--- src/rtl/srr_pkg.sv ---
// Shared types and constants for the sprite row run to rectangle unit.
// Holds the register map, the configuration bundle and the rectangle descriptor.
// No dependencies.
`timescale 1ns / 1ps
`default_nettype none

package srr_pkg;

    // Default geometry limits, handed to the top-level parameters.
    localparam int MAX_WIDTH_DEF  = 1024;
    localparam int MAX_HEIGHT_DEF = 1024;

    // Descriptor index fields are 12 bits, wide enough for a sprite of up to 4096 columns.
    localparam int COORD_W = 12;

    // Screen coordinate width of the result fields.
    localparam int SCREEN_W = 20;

    // Configuration port.
    localparam int ADDR_W = 5;
    localparam int DATA_W = 32;

    typedef enum logic [2:0] {
        REG_ORIGIN_X     = 3'd0,
        REG_ORIGIN_Y     = 3'd1,
        REG_SCALE        = 3'd2,
        REG_FLIP_X       = 3'd3,
        REG_SPRITE_WIDTH = 3'd4,
        REG_MIN_OPACITY  = 3'd5,
        REG_FIRST_ROW    = 3'd6,
        REG_ROW_COUNT    = 3'd7
    } srr_reg_e;

    typedef struct packed {
        logic signed [14:0] origin_x;
        logic signed [14:0] origin_y;
        logic [7:0]         scale;
        logic               flip_x;
        logic [10:0]        sprite_width;
        logic [7:0]         min_opacity;
        logic [9:0]         first_row;
        logic [10:0]        row_count;
    } srr_cfg_t;

    // One closed run, already mirrored, in source units.
    typedef struct packed {
        logic [COORD_W-1:0] left;
        logic [COORD_W-1:0] right;
        logic [COORD_W-1:0] trow;
        logic [15:0]        color;
        logic [7:0]         opacity;
        logic               last;
    } srr_desc_t;

    // Rectangles caused by one request: count 0..2, d0 goes out first.
    typedef struct packed {
        logic [1:0] cnt;
        srr_desc_t  d0;
        srr_desc_t  d1;
    } srr_pair_t;

endpackage

`default_nettype wire

--- src/rtl/sprite_row_run_to_rectangles_unit.sv ---
// Top level of the sprite row run to rectangle unit.
// Instantiates srr_cfg_regs, srr_run_tracker and srr_rect_emit; uses srr_pkg.
`timescale 1ns / 1ps
`default_nettype none

//  channel   direction  handshake                 payload
//  s_        in         s_valid / s_ready         pixel_opacity, pixel_color, end_of_sprite
//  m_        out        m_valid / m_ready         x_left..y_bottom, fill_color/opacity, last
//  apb       in/out     psel, penable, pready     paddr, pwdata, prdata
//
//  One pixel request per cycle while s_ready holds; run state updates in the accept cycle.
//  A rectangle reaches m_ through the descriptor holder and then the result register.
//  A pixel that closes two rectangles sends them out one after the other and drops
//  s_ready while the two-entry descriptor holder is full. Reset is
//  synchronous on aresetn and needs no clearing pass. A stalled m_ready holds the
//  result and backs up s_ready.

module sprite_row_run_to_rectangles_unit #(
    parameter int MAX_WIDTH  = srr_pkg::MAX_WIDTH_DEF,
    parameter int MAX_HEIGHT = srr_pkg::MAX_HEIGHT_DEF
) (
    input  wire logic                         aclk,
    input  wire logic                         aresetn,
    // Configuration port
    input  wire logic                         psel,
    input  wire logic                         penable,
    input  wire logic                         pwrite,
    input  wire logic [srr_pkg::ADDR_W-1:0]   paddr,
    input  wire logic [srr_pkg::DATA_W-1:0]   pwdata,
    output logic      [srr_pkg::DATA_W-1:0]   prdata,
    output logic                              pready,
    // Pixel requests
    input  wire logic                         s_valid,
    output logic                              s_ready,
    input  wire logic [7:0]                   s_pixel_opacity,
    input  wire logic [15:0]                  s_pixel_color,
    input  wire logic                         s_end_of_sprite,
    // Rectangle results
    output logic                              m_valid,
    input  wire logic                         m_ready,
    output logic signed [srr_pkg::SCREEN_W-1:0] m_x_left,
    output logic signed [srr_pkg::SCREEN_W-1:0] m_y_top,
    output logic signed [srr_pkg::SCREEN_W-1:0] m_x_right,
    output logic signed [srr_pkg::SCREEN_W-1:0] m_y_bottom,
    output logic [15:0]                       m_fill_color,
    output logic [7:0]                        m_fill_opacity,
    output logic                              m_last_of_item
);

    srr_pkg::srr_cfg_t  cfg;
    srr_pkg::srr_pair_t pair;
    logic               s_fire;

    // Advance the run tracker only on an accepted request.
    assign s_fire = s_valid && s_ready;

    srr_cfg_regs u_cfg (
        .aclk    (aclk),
        .aresetn (aresetn),
        .psel    (psel),
        .penable (penable),
        .pwrite  (pwrite),
        .paddr   (paddr),
        .pwdata  (pwdata),
        .prdata  (prdata),
        .pready  (pready),
        .cfg     (cfg)
    );

    srr_run_tracker #(
        .MAX_WIDTH  (MAX_WIDTH),
        .MAX_HEIGHT (MAX_HEIGHT)
    ) u_track (
        .aclk          (aclk),
        .aresetn       (aresetn),
        .cfg           (cfg),
        .fire          (s_fire),
        .pixel_opacity (s_pixel_opacity),
        .pixel_color   (s_pixel_color),
        .end_of_sprite (s_end_of_sprite),
        .pair          (pair)
    );

    // Hold descriptors for the current request, drop empty ones, emit in order.
    srr_rect_emit u_emit (
        .aclk           (aclk),
        .aresetn        (aresetn),
        .cfg            (cfg),
        .pair_in        (pair),
        .in_valid       (s_valid),
        .in_ready       (s_ready),
        .m_valid        (m_valid),
        .m_ready        (m_ready),
        .m_x_left       (m_x_left),
        .m_y_top        (m_y_top),
        .m_x_right      (m_x_right),
        .m_y_bottom     (m_y_bottom),
        .m_fill_color   (m_fill_color),
        .m_fill_opacity (m_fill_opacity),
        .m_last_of_item (m_last_of_item)
    );

endmodule

`default_nettype wire

--- src/rtl/srr_cfg_regs.sv ---
// APB-style configuration register file for the sprite run unit.
// Depends on srr_pkg for the register map and the configuration bundle.
`timescale 1ns / 1ps
`default_nettype none

module srr_cfg_regs (
    input  wire logic                       aclk,
    input  wire logic                       aresetn,
    input  wire logic                       psel,
    input  wire logic                       penable,
    input  wire logic                       pwrite,
    input  wire logic [srr_pkg::ADDR_W-1:0] paddr,
    input  wire logic [srr_pkg::DATA_W-1:0] pwdata,
    output logic      [srr_pkg::DATA_W-1:0] prdata,
    output logic                            pready,
    output srr_pkg::srr_cfg_t               cfg
);

    srr_pkg::srr_cfg_t cfg_reg;
    srr_pkg::srr_cfg_t cfg_next;
    srr_pkg::srr_reg_e reg_sel;
    logic              wr_en;

    assign reg_sel = srr_pkg::srr_reg_e'(paddr[srr_pkg::ADDR_W-1:2]);
    assign wr_en   = psel && penable && pwrite;
    assign pready  = 1'b1;
    assign cfg     = cfg_reg;

    always_comb begin
        cfg_next = cfg_reg;
        if (wr_en) begin
            unique case (reg_sel)
                srr_pkg::REG_ORIGIN_X:     cfg_next.origin_x     = $signed(pwdata[14:0]);
                srr_pkg::REG_ORIGIN_Y:     cfg_next.origin_y     = $signed(pwdata[14:0]);
                srr_pkg::REG_SCALE:        cfg_next.scale        = pwdata[7:0];
                srr_pkg::REG_FLIP_X:       cfg_next.flip_x       = pwdata[0];
                srr_pkg::REG_SPRITE_WIDTH: cfg_next.sprite_width = pwdata[10:0];
                srr_pkg::REG_MIN_OPACITY:  cfg_next.min_opacity  = pwdata[7:0];
                srr_pkg::REG_FIRST_ROW:    cfg_next.first_row    = pwdata[9:0];
                srr_pkg::REG_ROW_COUNT:    cfg_next.row_count    = pwdata[10:0];
            endcase
        end
    end

    always_ff @(posedge aclk) begin
        if (!aresetn) begin
            cfg_reg.origin_x     <= 15'sd0;
            cfg_reg.origin_y     <= 15'sd0;
            cfg_reg.scale        <= 8'd1;
            cfg_reg.flip_x       <= 1'b0;
            cfg_reg.sprite_width <= 11'd16;
            cfg_reg.min_opacity  <= 8'd2;
            cfg_reg.first_row    <= 10'd0;
            cfg_reg.row_count    <= 11'd1024;
        end else begin
            cfg_reg <= cfg_next;
        end
    end

    always_comb begin
        prdata = '0;
        unique case (reg_sel)
            srr_pkg::REG_ORIGIN_X:     prdata[14:0] = cfg_reg.origin_x;
            srr_pkg::REG_ORIGIN_Y:     prdata[14:0] = cfg_reg.origin_y;
            srr_pkg::REG_SCALE:        prdata[7:0]  = cfg_reg.scale;
            srr_pkg::REG_FLIP_X:       prdata[0]    = cfg_reg.flip_x;
            srr_pkg::REG_SPRITE_WIDTH: prdata[10:0] = cfg_reg.sprite_width;
            srr_pkg::REG_MIN_OPACITY:  prdata[7:0]  = cfg_reg.min_opacity;
            srr_pkg::REG_FIRST_ROW:    prdata[9:0]  = cfg_reg.first_row;
            srr_pkg::REG_ROW_COUNT:    prdata[10:0] = cfg_reg.row_count;
        endcase
    end

endmodule

`default_nettype wire

--- src/rtl/srr_run_tracker.sv ---
// Run tracker: holds the open run and the row/column position, and closes runs
// into up to two rectangle descriptors per pixel. Depends on srr_pkg.
`timescale 1ns / 1ps
`default_nettype none

module srr_run_tracker #(
    parameter int MAX_WIDTH  = srr_pkg::MAX_WIDTH_DEF,
    parameter int MAX_HEIGHT = srr_pkg::MAX_HEIGHT_DEF
) (
    input  wire logic              aclk,
    input  wire logic              aresetn,
    input  wire srr_pkg::srr_cfg_t cfg,
    input  wire logic              fire,
    input  wire logic [7:0]        pixel_opacity,
    input  wire logic [15:0]       pixel_color,
    input  wire logic              end_of_sprite,
    output srr_pkg::srr_pair_t     pair
);

    localparam int CW  = $clog2(MAX_WIDTH);
    localparam int WSW = (CW + 1 > 11) ? CW + 1 : 11;
    localparam int RW  = (MAX_HEIGHT > 1) ? $clog2(MAX_HEIGHT) : 1;
    localparam int RCW = (RW > srr_pkg::COORD_W) ? RW : srr_pkg::COORD_W;
    localparam logic [WSW-1:0] MAX_W    = WSW'(MAX_WIDTH);
    localparam logic [RW-1:0]  ROW_LAST = RW'(MAX_HEIGHT - 1);

    logic          run_active_reg, run_active_next;
    logic [CW-1:0] run_start_reg, run_start_next;
    logic [15:0]   run_color_reg, run_color_next;
    logic [7:0]    run_opacity_reg, run_opacity_next;
    logic [CW-1:0] col_reg, col_next;
    logic [RW-1:0] row_reg, row_next;

    logic [WSW-1:0] sw_ext, w_full, w_m1;
    logic [CW-1:0]  w_last, c, c_m1;
    logic           act_eff, visible, close1, act2, start_new, act3, row_end;
    logic           drawable, emit1, emit2;
    logic [RCW-1:0] row_ext, fr_ext, rc_ext, trow_ext;
    logic [CW-1:0]  s1, e1, s2, e2;
    srr_pkg::srr_desc_t desc1, desc2;

    always_comb begin
        // Clamp the width into 1..MAX_WIDTH.
        sw_ext = WSW'(cfg.sprite_width);
        if (sw_ext == '0) begin
            w_full = WSW'(1);
        end else if (sw_ext > MAX_W) begin
            w_full = MAX_W;
        end else begin
            w_full = sw_ext;
        end
        w_m1   = w_full - WSW'(1);
        w_last = w_m1[CW-1:0];

        // Width shrank under the column: pin to last column, drop stale run.
        c       = col_reg;
        act_eff = run_active_reg;
        if (col_reg > w_last) begin
            c = w_last;
            if (run_start_reg >= w_last) begin
                act_eff = 1'b0;
            end
        end
        c_m1 = c - CW'(1);

        visible  = pixel_opacity > cfg.min_opacity;
        row_ext  = RCW'(row_reg);
        fr_ext   = RCW'(cfg.first_row);
        rc_ext   = RCW'(cfg.row_count);
        trow_ext = row_ext - fr_ext;
        drawable = (cfg.scale != 8'd0) && (row_ext >= fr_ext) && (trow_ext < rc_ext);

        close1 = act_eff && (!visible || pixel_opacity != run_opacity_reg
                             || pixel_color != run_color_reg);
        act2      = act_eff && !close1;
        start_new = visible && !act2;
        act3      = act2 || visible;

        run_start_next   = start_new ? c : run_start_reg;
        run_color_next   = start_new ? pixel_color : run_color_reg;
        run_opacity_next = start_new ? pixel_opacity : run_opacity_reg;

        row_end = end_of_sprite || (c == w_last);
        emit1   = close1 && drawable;
        emit2   = row_end && act3 && drawable;

        if (row_end) begin
            run_active_next = 1'b0;
            col_next        = '0;
            if (end_of_sprite || row_reg == ROW_LAST) begin
                row_next = '0;
            end else begin
                row_next = row_reg + RW'(1);
            end
        end else begin
            run_active_next = act3;
            col_next        = c + CW'(1);
            row_next        = row_reg;
        end

        // Mirror across the sprite width when flipped.
        s1 = cfg.flip_x ? w_last - c_m1 : run_start_reg;
        e1 = cfg.flip_x ? w_last - run_start_reg : c_m1;
        s2 = cfg.flip_x ? w_last - c : run_start_next;
        e2 = cfg.flip_x ? w_last - run_start_next : c;

        desc1.left    = srr_pkg::COORD_W'(s1);
        desc1.right   = srr_pkg::COORD_W'(e1);
        desc1.trow    = trow_ext[srr_pkg::COORD_W-1:0];
        desc1.color   = run_color_reg;
        desc1.opacity = run_opacity_reg;
        desc1.last    = !emit2;

        desc2.left    = srr_pkg::COORD_W'(s2);
        desc2.right   = srr_pkg::COORD_W'(e2);
        desc2.trow    = trow_ext[srr_pkg::COORD_W-1:0];
        desc2.color   = run_color_next;
        desc2.opacity = run_opacity_next;
        desc2.last    = 1'b1;

        pair.cnt = {1'b0, emit1} + {1'b0, emit2};
        pair.d0  = emit1 ? desc1 : desc2;
        pair.d1  = desc2;
    end

    always_ff @(posedge aclk) begin
        if (!aresetn) begin
            run_active_reg  <= 1'b0;
            run_start_reg   <= '0;
            run_color_reg   <= '0;
            run_opacity_reg <= '0;
            col_reg         <= '0;
            row_reg         <= '0;
        end else if (fire) begin
            run_active_reg  <= run_active_next;
            run_start_reg   <= run_start_next;
            run_color_reg   <= run_color_next;
            run_opacity_reg <= run_opacity_next;
            col_reg         <= col_next;
            row_reg         <= row_next;
        end
    end

endmodule

`default_nettype wire

--- src/rtl/srr_rect_emit.sv ---
// Rectangle emitter: holds the descriptors of one request, scales and places
// them into the result register, one per cycle while m_ready allows. Depends on srr_pkg.
`timescale 1ns / 1ps
`default_nettype none

module srr_rect_emit (
    input  wire logic                         aclk,
    input  wire logic                         aresetn,
    input  wire srr_pkg::srr_cfg_t            cfg,
    input  wire srr_pkg::srr_pair_t           pair_in,
    input  wire logic                         in_valid,
    output logic                              in_ready,
    output logic                              m_valid,
    input  wire logic                         m_ready,
    output logic signed [srr_pkg::SCREEN_W-1:0] m_x_left,
    output logic signed [srr_pkg::SCREEN_W-1:0] m_y_top,
    output logic signed [srr_pkg::SCREEN_W-1:0] m_x_right,
    output logic signed [srr_pkg::SCREEN_W-1:0] m_y_bottom,
    output logic [15:0]                       m_fill_color,
    output logic [7:0]                        m_fill_opacity,
    output logic                              m_last_of_item
);

    localparam int SW = srr_pkg::SCREEN_W;

    srr_pkg::srr_pair_t pair_reg, pair_next;
    logic               m_valid_reg, m_valid_next;
    logic               out_load, in_fire;

    logic [SW-1:0] ox, oy, s, l_ext, r1_ext, t_ext;
    logic [SW-1:0] xl_next, xr_next, yt_next, yb_next;
    logic [SW-1:0] xl_reg, xr_reg, yt_reg, yb_reg;
    logic [15:0]   color_reg;
    logic [7:0]    opacity_reg;
    logic          last_reg;

    assign out_load = (pair_reg.cnt != 2'd0) && (!m_valid_reg || m_ready);
    assign in_ready = (pair_reg.cnt == 2'd0) || (pair_reg.cnt == 2'd1 && out_load);
    assign in_fire  = in_valid && in_ready;

    always_comb begin
        pair_next = pair_reg;
        if (in_fire) begin
            pair_next = pair_in;
        end else if (out_load) begin
            pair_next.d0  = pair_reg.d1;
            pair_next.cnt = pair_reg.cnt - 2'd1;
        end
        m_valid_next = out_load || (m_valid_reg && !m_ready);
    end

    // Screen math wraps to 20 bits, so all of it runs modulo 2^20.
    always_comb begin
        ox      = SW'(cfg.origin_x);
        oy      = SW'(cfg.origin_y);
        s       = SW'(cfg.scale);
        l_ext   = SW'(pair_reg.d0.left);
        r1_ext  = SW'(pair_reg.d0.right) + SW'(1);
        t_ext   = SW'(pair_reg.d0.trow);
        xl_next = ox + l_ext * s;
        xr_next = ox + r1_ext * s - SW'(1);
        yt_next = oy + t_ext * s;
        yb_next = yt_next + s - SW'(1);
    end

    always_ff @(posedge aclk) begin
        pair_reg.d0 <= pair_next.d0;
        pair_reg.d1 <= pair_next.d1;
        if (!aresetn) begin
            pair_reg.cnt <= 2'd0;
            m_valid_reg  <= 1'b0;
        end else begin
            pair_reg.cnt <= pair_next.cnt;
            m_valid_reg  <= m_valid_next;
        end
        if (out_load) begin
            xl_reg      <= xl_next;
            xr_reg      <= xr_next;
            yt_reg      <= yt_next;
            yb_reg      <= yb_next;
            color_reg   <= pair_reg.d0.color;
            opacity_reg <= pair_reg.d0.opacity;
            last_reg    <= pair_reg.d0.last;
        end
    end

    assign m_valid        = m_valid_reg;
    assign m_x_left       = $signed(xl_reg);
    assign m_x_right      = $signed(xr_reg);
    assign m_y_top        = $signed(yt_reg);
    assign m_y_bottom     = $signed(yb_reg);
    assign m_fill_color   = color_reg;
    assign m_fill_opacity = opacity_reg;
    assign m_last_of_item = last_reg;

endmodule

`default_nettype wire

--- config.mk ---
export PLATFORM = sky130hd
export DESIGN_NAME = sprite_row_run_to_rectangles_unit
export DESIGN_NICKNAME = d
export VERILOG_FILES = /design/src/rtl/srr_pkg.sv /design/src/rtl/sprite_row_run_to_rectangles_unit.sv /design/src/rtl/srr_cfg_regs.sv /design/src/rtl/srr_run_tracker.sv /design/src/rtl/srr_rect_emit.sv
export SDC_FILE = /design/constraint.sdc
export NUM_CORES = 1
export LEC_CHECK = 0
export ABC_AREA = 1
export BUFFER_PORTS_ARGS = -buffer_cell sky130_fd_sc_hd__buf_2
export CAP_MARGIN = 20
export CORE_AREA = 2 2 382 195
export DETAILED_ROUTE_END_ITERATION = 16
export DIE_AREA = 0 0 384 197
export GPL_ROUTABILITY_DRIVEN = 1
export SLEW_MARGIN = 20
export SYNTH_ARGS = -nofsm -noshare
export SYNTH_HDL_FRONTEND = slang
export SYNTH_HIERARCHICAL = 1
export SYNTH_SLANG_ARGS = --single-unit
--- constraint.sdc ---
create_clock -name aclk -period 12.5 [get_ports aclk]
set_input_delay 2.5 -clock aclk [delete_from_list [all_inputs] [get_ports aclk]]
set_output_delay 2.5 -clock aclk [all_outputs]
set_load 0.01 [all_outputs]
## Word level (Yosys, flattened, before mapping)

Index checks and enable logic that the tools add are counted.

| operators by class | value |
|---|---|
| add/subtract/negate cells | 18 |
| multiply operators | 3 |
| div/mod/pow operators | 0 |
| magnitude comparators | 6 |
| eq/ne operators | 12 |
| shift-type cells | 0 |
| mux-type cells | 23 |
| bitwise operators | 0 |
| reduce and logical (&&, ||, !) cells | 43 |

Operators by type and width:

| cell | number |
|---|---|
| $mux 63 | 2 |
| $mux 10 | 10 |
| $add 20x20->20 | 3 |
| $mux 59 | 1 |
| $pmux 7 s7 | 1 |
| $mul 12x8->20 | 2 |
| $sub 10x10->10 | 4 |
| $sub 20x1->20 const B | 2 |
| $add 10x1->10 const B | 2 |
| $add 20x8->20 | 1 |
| $ge 10x10->1 | 2 |
| $mul 20x8->20 | 1 |
| $sub 10x1->10 const B | 2 |
| $reduce_and 2->1 | 9 |
| $mux 16 | 1 |
| $ne 16x16->1 | 1 |
| $logic_and 1x1->1 | 14 |
| $add 12x1->13 const B | 1 |
| $eq 3x3->1 const B | 4 |
| $lt 12x11->1 | 1 |
| $gt 11x11->1 const B | 1 |
| $logic_not 11->1 | 1 |
| $sub 10x10->11 | 1 |
| $eq 10x10->1 | 1 |
| other kinds (21) | 37 |

| storage, ports and cells | value |
|---|---|
| bits in registers | 359 |
| latch bits | 0 |
| memory bits (writable) | 0 |
| ROM bits | 0 |
| output and inout bits | 140 |
| memories kept | 0 |

## Logic depth before layout (Yosys ltp)

Gate-level depths: netlist of run 1.

| depth | value |
|---|---|
| depth after elaboration | 17 |
| depth in mapped cells | 43 |
| mapped depth without buffers | 41 |

## Cells and area by module

Netlist of run 1, hierarchy kept.

Modules (own cells, without submodules):

| module | times used | cells an instance | area each (µm²) | seq. area each (µm²) |
|---|---|---|---|---|
| srr_rect_emit | 1 | 2,249 | 20,533.4 | 6,876.6 |
| srr_run_tracker | 1 | 1,355 | 7,872.6 | 1,101.1 |
| srr_cfg_regs | 1 | 549 | 3,742.3 | 1,581.5 |
| sprite_row_run_to_rectangles_unit | 1 | 2 | 7.5 | 0.0 |

## Least setup slack after synthesis of run 1

OpenSTA, ideal clock, no wires.

| path | value |
|---|---|
| path type | input -> register |
| from | in s_pixel_opacity[3] |
| to | reg u_emit/pair_reg[107] in the netlist's numbering, data pin |
| setup time | 253 ps |
| arrival time | 5,643 ps |
| path slack | 6,604 ps |
| stages on the path | 25 |
| buffers on the path | 1 |
| cells stage by stage | ha_1 -> nand2_1 -> o21ai_0 -> nand2_1 -> a32oi_1 -> nand2_2 -> buf_2 -> nand2_1 -> o21ai_0 -> ha_1 -> nand2_1 -> o21ai_0 -> a21oi_1 -> o21bai_1 -> a21oi_1 -> o21ai_0 -> inv_1 -> o21ai_0 -> nand2_1 -> nand3_1 -> nand3_1 -> nand3_1 -> nand2_1 -> nand2_1 -> nand2_1 |

RTL lines:

| what | line | RTL |
|---|---|---|
| start: declaration | sprite_row_run_to_rectangles_unit.sv:35 | `input wire logic [7:0] s_pixel_opacity,` |
| end: declaration | srr_rect_emit.sv:26 | `srr_pkg::srr_pair_t pair_reg, pair_next;` |

==> metrics.yaml, run 1 <==
cts_hold_buf: 0
final_cell_mix: "nand2_1, inv_1, nor2_1"
synth-seq-cells: 364
arrival_ns: 8.18
cp-start-kind: "register"
wl_per_cell_um: 17.99
cpPeakStageDelay_ns: 0.61
setup_viol: 0
coreArea_um2: 72260
grt_max_degree: 86
detailed_place_hpwl_mm: 73.53
tightestPinTransition_ns: 1.138
hold_path_class: "reg2reg"
slowest_stage: "xor2_1"
start_util: 0.4450
fin_worst_skew_ns: 0.03307
ys_seq_area_frac: 0.2973
r2r_start: "u_cfg/cfg[31]"
cpMostUsedCell: "nand2_1"
wirelength_mm: 93.97
rsz0062_at_grt: "no"
ys_warn_count: 6
cts_buffer_depth: 3
critPathCapture: "u_emit/pair_reg[107]"
power_leakage_nw: 18.01
synth_cells: 4155
clkTransAtPathRegs_ns: 0.07
io_pins: 209
yosysTopAreaCellShare: 0.2120
num_rows: 70
irDropWorstVdd_mv: 0.1453
cts_tree: "done"
drv_cap: 0
cts_made_buffers: 39
final_area_um2: 34800
period_share: 0.6279
die_x_um: 384
maxSlewHeadroom: 0.2389
syn_to_final_growth_pct: 8.218
post_cts_buffers: 0
ff2ff_setup_slack_ns: 4.65
ys.flop_type: "edfxtp_1"
diodes: 0
end_kind: "register"
vias: 26620
clock_latency_ns: 0.61
fin_nets: 4753
critPathKind: "reg2reg"
fillerInstances: 7229
startpoint: "u_cfg/cfg[31]"
placed_cell_area_um2: 33470
drv_slew: 0
fmax_mhz: 127.4
ctsResizeCount: 0
period_minus_slack_ns: 7.848
numPortBuffers: 171
hold_viol_final: 0
powerDensity_nw_per_um2: 194.0
largest_register_ffs: 112
htree_levels: 2
synth_area_leaders: "edfxtp_1, fa_1, nand2_1"
seq_area_um2: 9559
synth_edf_count: 227
required_ns: 12.83
grt_pass1_vias: 24860
cts.sinks: 364
cts_root_buffer: "clkbuf_16"
grtUsageTotal: 0.2522
multi_input_comb_area_um2: 18480
synth_area_um2: 32160
antenna_found_initial: 3
synth.avg_cell_area_um2: 7.739
outcome: "complete, no violations"
r2r_cells: 37
final_common_cell: "nand2_1"
route.detailed.drc: 0
die_y_um: 197
dr.pass1.iters: 6
gp_congestion: 0.9273
yosys.area.top_type: "edfxtp_1"
postRouteAntennaNets: 0
first_iter_violations: 2777
worstPathMaxFanout: 17
grt_pass1_wl_mm: 146.5
drive_above_1_share: 0.09196
viasPerCell: 5.095
grt.overflow.total: 0
synth.distinct_cells: 63
die-area_um2: 75650
async_reset_ff_frac: 0
setup-tns-final_ns: 0
r2r-end: "u_emit/pair_reg[107]"
## critical path: cells and delay by family, from the launching register on
family | cells | cell delay [ns]
and+or+nand+nor | 21 | 2.64
adders and majority gates | 2 | 0.75
DFF | 1 | 0.49
buffers and inverters | 3 | 0.44
xor gates and xnor gates | 1 | 0.61
AOI/OAI and AO/OA | 10 | 2.62
## kinds of logic after synthesis
family / share of synthesized area
adder cells (fa/ha/maj): 0.2383
other: 0.0004668
buffers and inverters: 0.1311
XOR/XNOR: 0.02926
AO/OA/AOI/OAI: 0.08132
flip-flops: 0.2973
AND/OR/NAND/NOR: 0.2223
## power breakdown
| group | total, mW | switching, mW | internal (mW) |
|---|---|---|---|
| combinational | 3.35 | 2.26 | 1.09 |
| sequential | 2.19 | 0.254 | 1.93 |
| clock | 1.21 | 0.537 | 0.677 |
| total | 6.75 | 3.05 | 3.71 |
## worst min-delay path by stage
stage                     depth (start not counted)                 from                  endpoint
after global placement                            0  u_emit/pair_reg[80]   u_emit/m_fill_color[10]
after CTS                                         0  u_emit/pair_reg[68]  u_emit/m_fill_opacity[6]
after global routing                              0  u_emit/pair_reg[80]   u_emit/m_fill_color[10]
after floorplan                                   0  u_emit/pair_reg[70]    u_emit/m_fill_color[0]
after detailed placement                          0  u_emit/pair_reg[83]   u_emit/m_fill_color[13]
final                                             0  u_emit/pair_reg[80]   u_emit/m_fill_color[10]
## layout make-up
class	count	share of cell area
clock buffers	52	0.03196
clock inverters	20	0.005753
inverters	852	0.09208
multi-input cells	2771	0.5311
flip-flops and latches	364	0.2747
well taps	972	0.03495
repair buffers	193	0.02945
## per-layer routing
metal | wire [um] | part of all wire | vias up | GRT usage
met4 | 1338 | 0.014 | 0 | 0.04227
met2 | 33420 | 0.36 | 1122 | 0.3161
li1 | - | - | 12920 | -
met1 | 47060 | 0.50 | 12510 | 0.4069
met3 | 12150 | 0.13 | 65 | 0.08642
met5 | 0 | 0 | - | 0
## metrics by stage
stage                     setup slack, ns  utilization  std cells  hold WS [ns]  total power, mW
after floorplan                     6.604            -       4178        0.4003            4.425
after CTS                           5.137       0.4814       5224        0.4194            6.746
after global routing                4.330       0.4816       5224        0.4180            7.297
final                               4.652       0.4816       5224        0.4164            6.752
after global placement              5.232       0.4633       5152        0.4024            5.464
after detailed placement            5.182       0.4633       5152        0.4045            5.494
## cell usage after synthesis (54+ instances only)
library cell,count
xor2_1,72
fa_1,249
nand2_1,1072
nor2_1,290
o21ai_0,244
inv_1,827
buf_4,54
edfxtp_1,227
clkbuf_1,81
ha_1,214
nand3_1,137
dfxtp_1,137
a21oi_1,151
(Power assumes the default switching activity.)
==> run 2, diff against run 1 <==
Clock period 12.5 ns to 7.6 ns, I/O delays scaled along.
==> metrics.yaml, run 2 (synthesis gave the netlist of run 1 again) <==
outcome: "complete, no violations"
maxSlewHeadroom: 0.2696
coreArea_um2: 72260
num_rows: 70
rsz0062_at_grt: "no"
critPathKind: "reg2reg"
gp_congestion: 0.9646
p_seq_frac: 0.322
setup-tns-final_ns: 0
cts_tree: "done"
period_share: 0.9386
clkTransAtPathRegs_ns: 0.07
slowest_stage: "dfxtp_1"
combinationalPowerShare: 0.492
irDropWorstVdd_mv: 0.2899
wirelength_mm: 95.85
cts_buffer_depth: 3
powerDensity_nw_per_um2: 320.0
required_ns: 7.97
startpoint: "u_cfg/cfg[33]"
cts.sinks: 364
fillerInstances: 7128
power_mw: 11.18
largest_register_ffs: 112
tightestPinTransition_ns: 1.092
cts_root_buffer: "clkbuf_16"
clock_latency_ns: 0.62
worstPathMaxFanout: 11
period_minus_slack_ns: 7.134
cpPeakStageDelay_ns: 0.46
hold_path_class: "reg2reg"
switchingPower_mw: 5.032
grtUsageTotal: 0.2576
grt_pass1_wl_mm: 149.8
worstHoldStart: "u_emit/pair_reg[71]"
die_y_um: 197
fmax_mhz: 140.2
setup_viol: 0
clockPowerShare: 0.186
grt_pass1_vias: 25170
cpMostUsedCell: "nand2_1"
r2r_start: "u_cfg/cfg[33]"
end_kind: "register"
first_iter_violations: 3278
grt_max_degree: 86
p_sw_frac: 0.4500
ff2ff_setup_slack_ns: 0.47
htree_levels: 2
route.detailed.drc: 0
drive_above_1_share: 0.09404
antenna_found_initial: 2
die-area_um2: 75650
wl_per_cell_um: 18.30
vias: 26860
final_common_cell: "nand2_1"
dr.pass1.iters: 6
r2r_cells: 39
cp-start-kind: "register"
grt.overflow.total: 0
detailed_place_hpwl_mm: 74.49
arrival_ns: 7.51
cts_hold_buf: 0
p_int_mw: 6.151
io_pins: 209
power_leakage_nw: 18.08
min_to: "u_emit/m_fill_color[1]"
viasPerCell: 5.128
r2r-end: "u_emit/pair_reg[107]"
final_cell_mix: "nand2_1, inv_1, nor2_1"
fin_nets: 4765
postRouteAntennaNets: 0
holdPathStages: 0
fin_worst_skew_ns: 0.04238
hold_viol_final: 0
numPortBuffers: 171
syn_to_final_growth_pct: 8.673
die_x_um: 384
drv_cap: 0
drv_slew: 0
start_util: 0.4450
cts_made_buffers: 39
-- run 2: per-layer routing --
layer | up-vias | global-route usage | share of wire
met5 | - | 0 | 0
met4 | 0 | 0.04532 | 0.014
met3 | 71 | 0.07219 | 0.13
met2 | 1173 | 0.3270 | 0.36
met1 | 12650 | 0.4214 | 0.50
li1 | 12960 | - | -
-- run 2: what timing repair did --
action	4_1_cts	5_1_grt
gates resized for setup	0	5
buffers inserted	0	0
setup endpoints to repair	0	5
-- run 2: worst max-delay path: cells and delay by family (launching register included) --
kind	cells	cell delay, ns
compound gates	12	2.67
xor+xnor	1	0.30
flops	1	0.46
simple gates	21	2.14
buf+inv	2	0.25
fa+ha+maj	3	1.05
-- run 2: worst max path at each step --
stage                             to  slack (ns)  cells after the start
2_1_floorplan  u_emit/m_y_bottom[19]        1.93                     27
3_3_place_gp    u_emit/pair_reg[107]        0.68                     41
3_5_place_dp    u_emit/pair_reg[107]        0.56                     39
4_1_cts         u_emit/pair_reg[107]        0.53                     39
5_1_grt         u_emit/pair_reg[107]        0.02                     39
6_report        u_emit/pair_reg[107]        0.47                     39
-- run 2: power by group through the flow --
stage	clock (mW)	sequential, mW	combinational [mW]
global placement	0	3.63	5.38
detailed placement	0	3.63	5.40
global route	2.22	3.67	6.21
CTS	2.14	3.60	5.45
floorplan	0	3.58	3.69
finish	2.08	3.60	5.51
-- run 2: cell type report --
type                            instances  area [um^2]  share of cell area
Sequential cell                       364         9559              0.2736
Clock inverter                         23        284.0            0.008128
Timing Repair Buffer                  205         1115             0.03190
Multi-Input combinational cell       2771        18490              0.5290
Inverter                              852         3204             0.09170
Clock buffer                           49         1076             0.03079
Tap cell                              972         1216             0.03480
Antenna cell                            2        5.005           0.0001432
-- run 2: through the flow --
step / setup slack (ns) / util / hold slack, ns / cell area [um^2] / instances
after floorplan: 1.926 / - / 0.4003 / 32240 / 4178
after global placement: 0.6819 / 0.4645 / 0.4022 / 33560 / 5164
after detailed placement: 0.5554 / 0.4645 / 0.4045 / 33560 / 5164
after CTS: 0.5269 / 0.4833 / 0.4193 / 34920 / 5236
after global routing: 0.01768 / 0.4836 / 0.4252 / 34940 / 5236
final: 0.4663 / 0.4836 / 0.4159 / 34940 / 5238
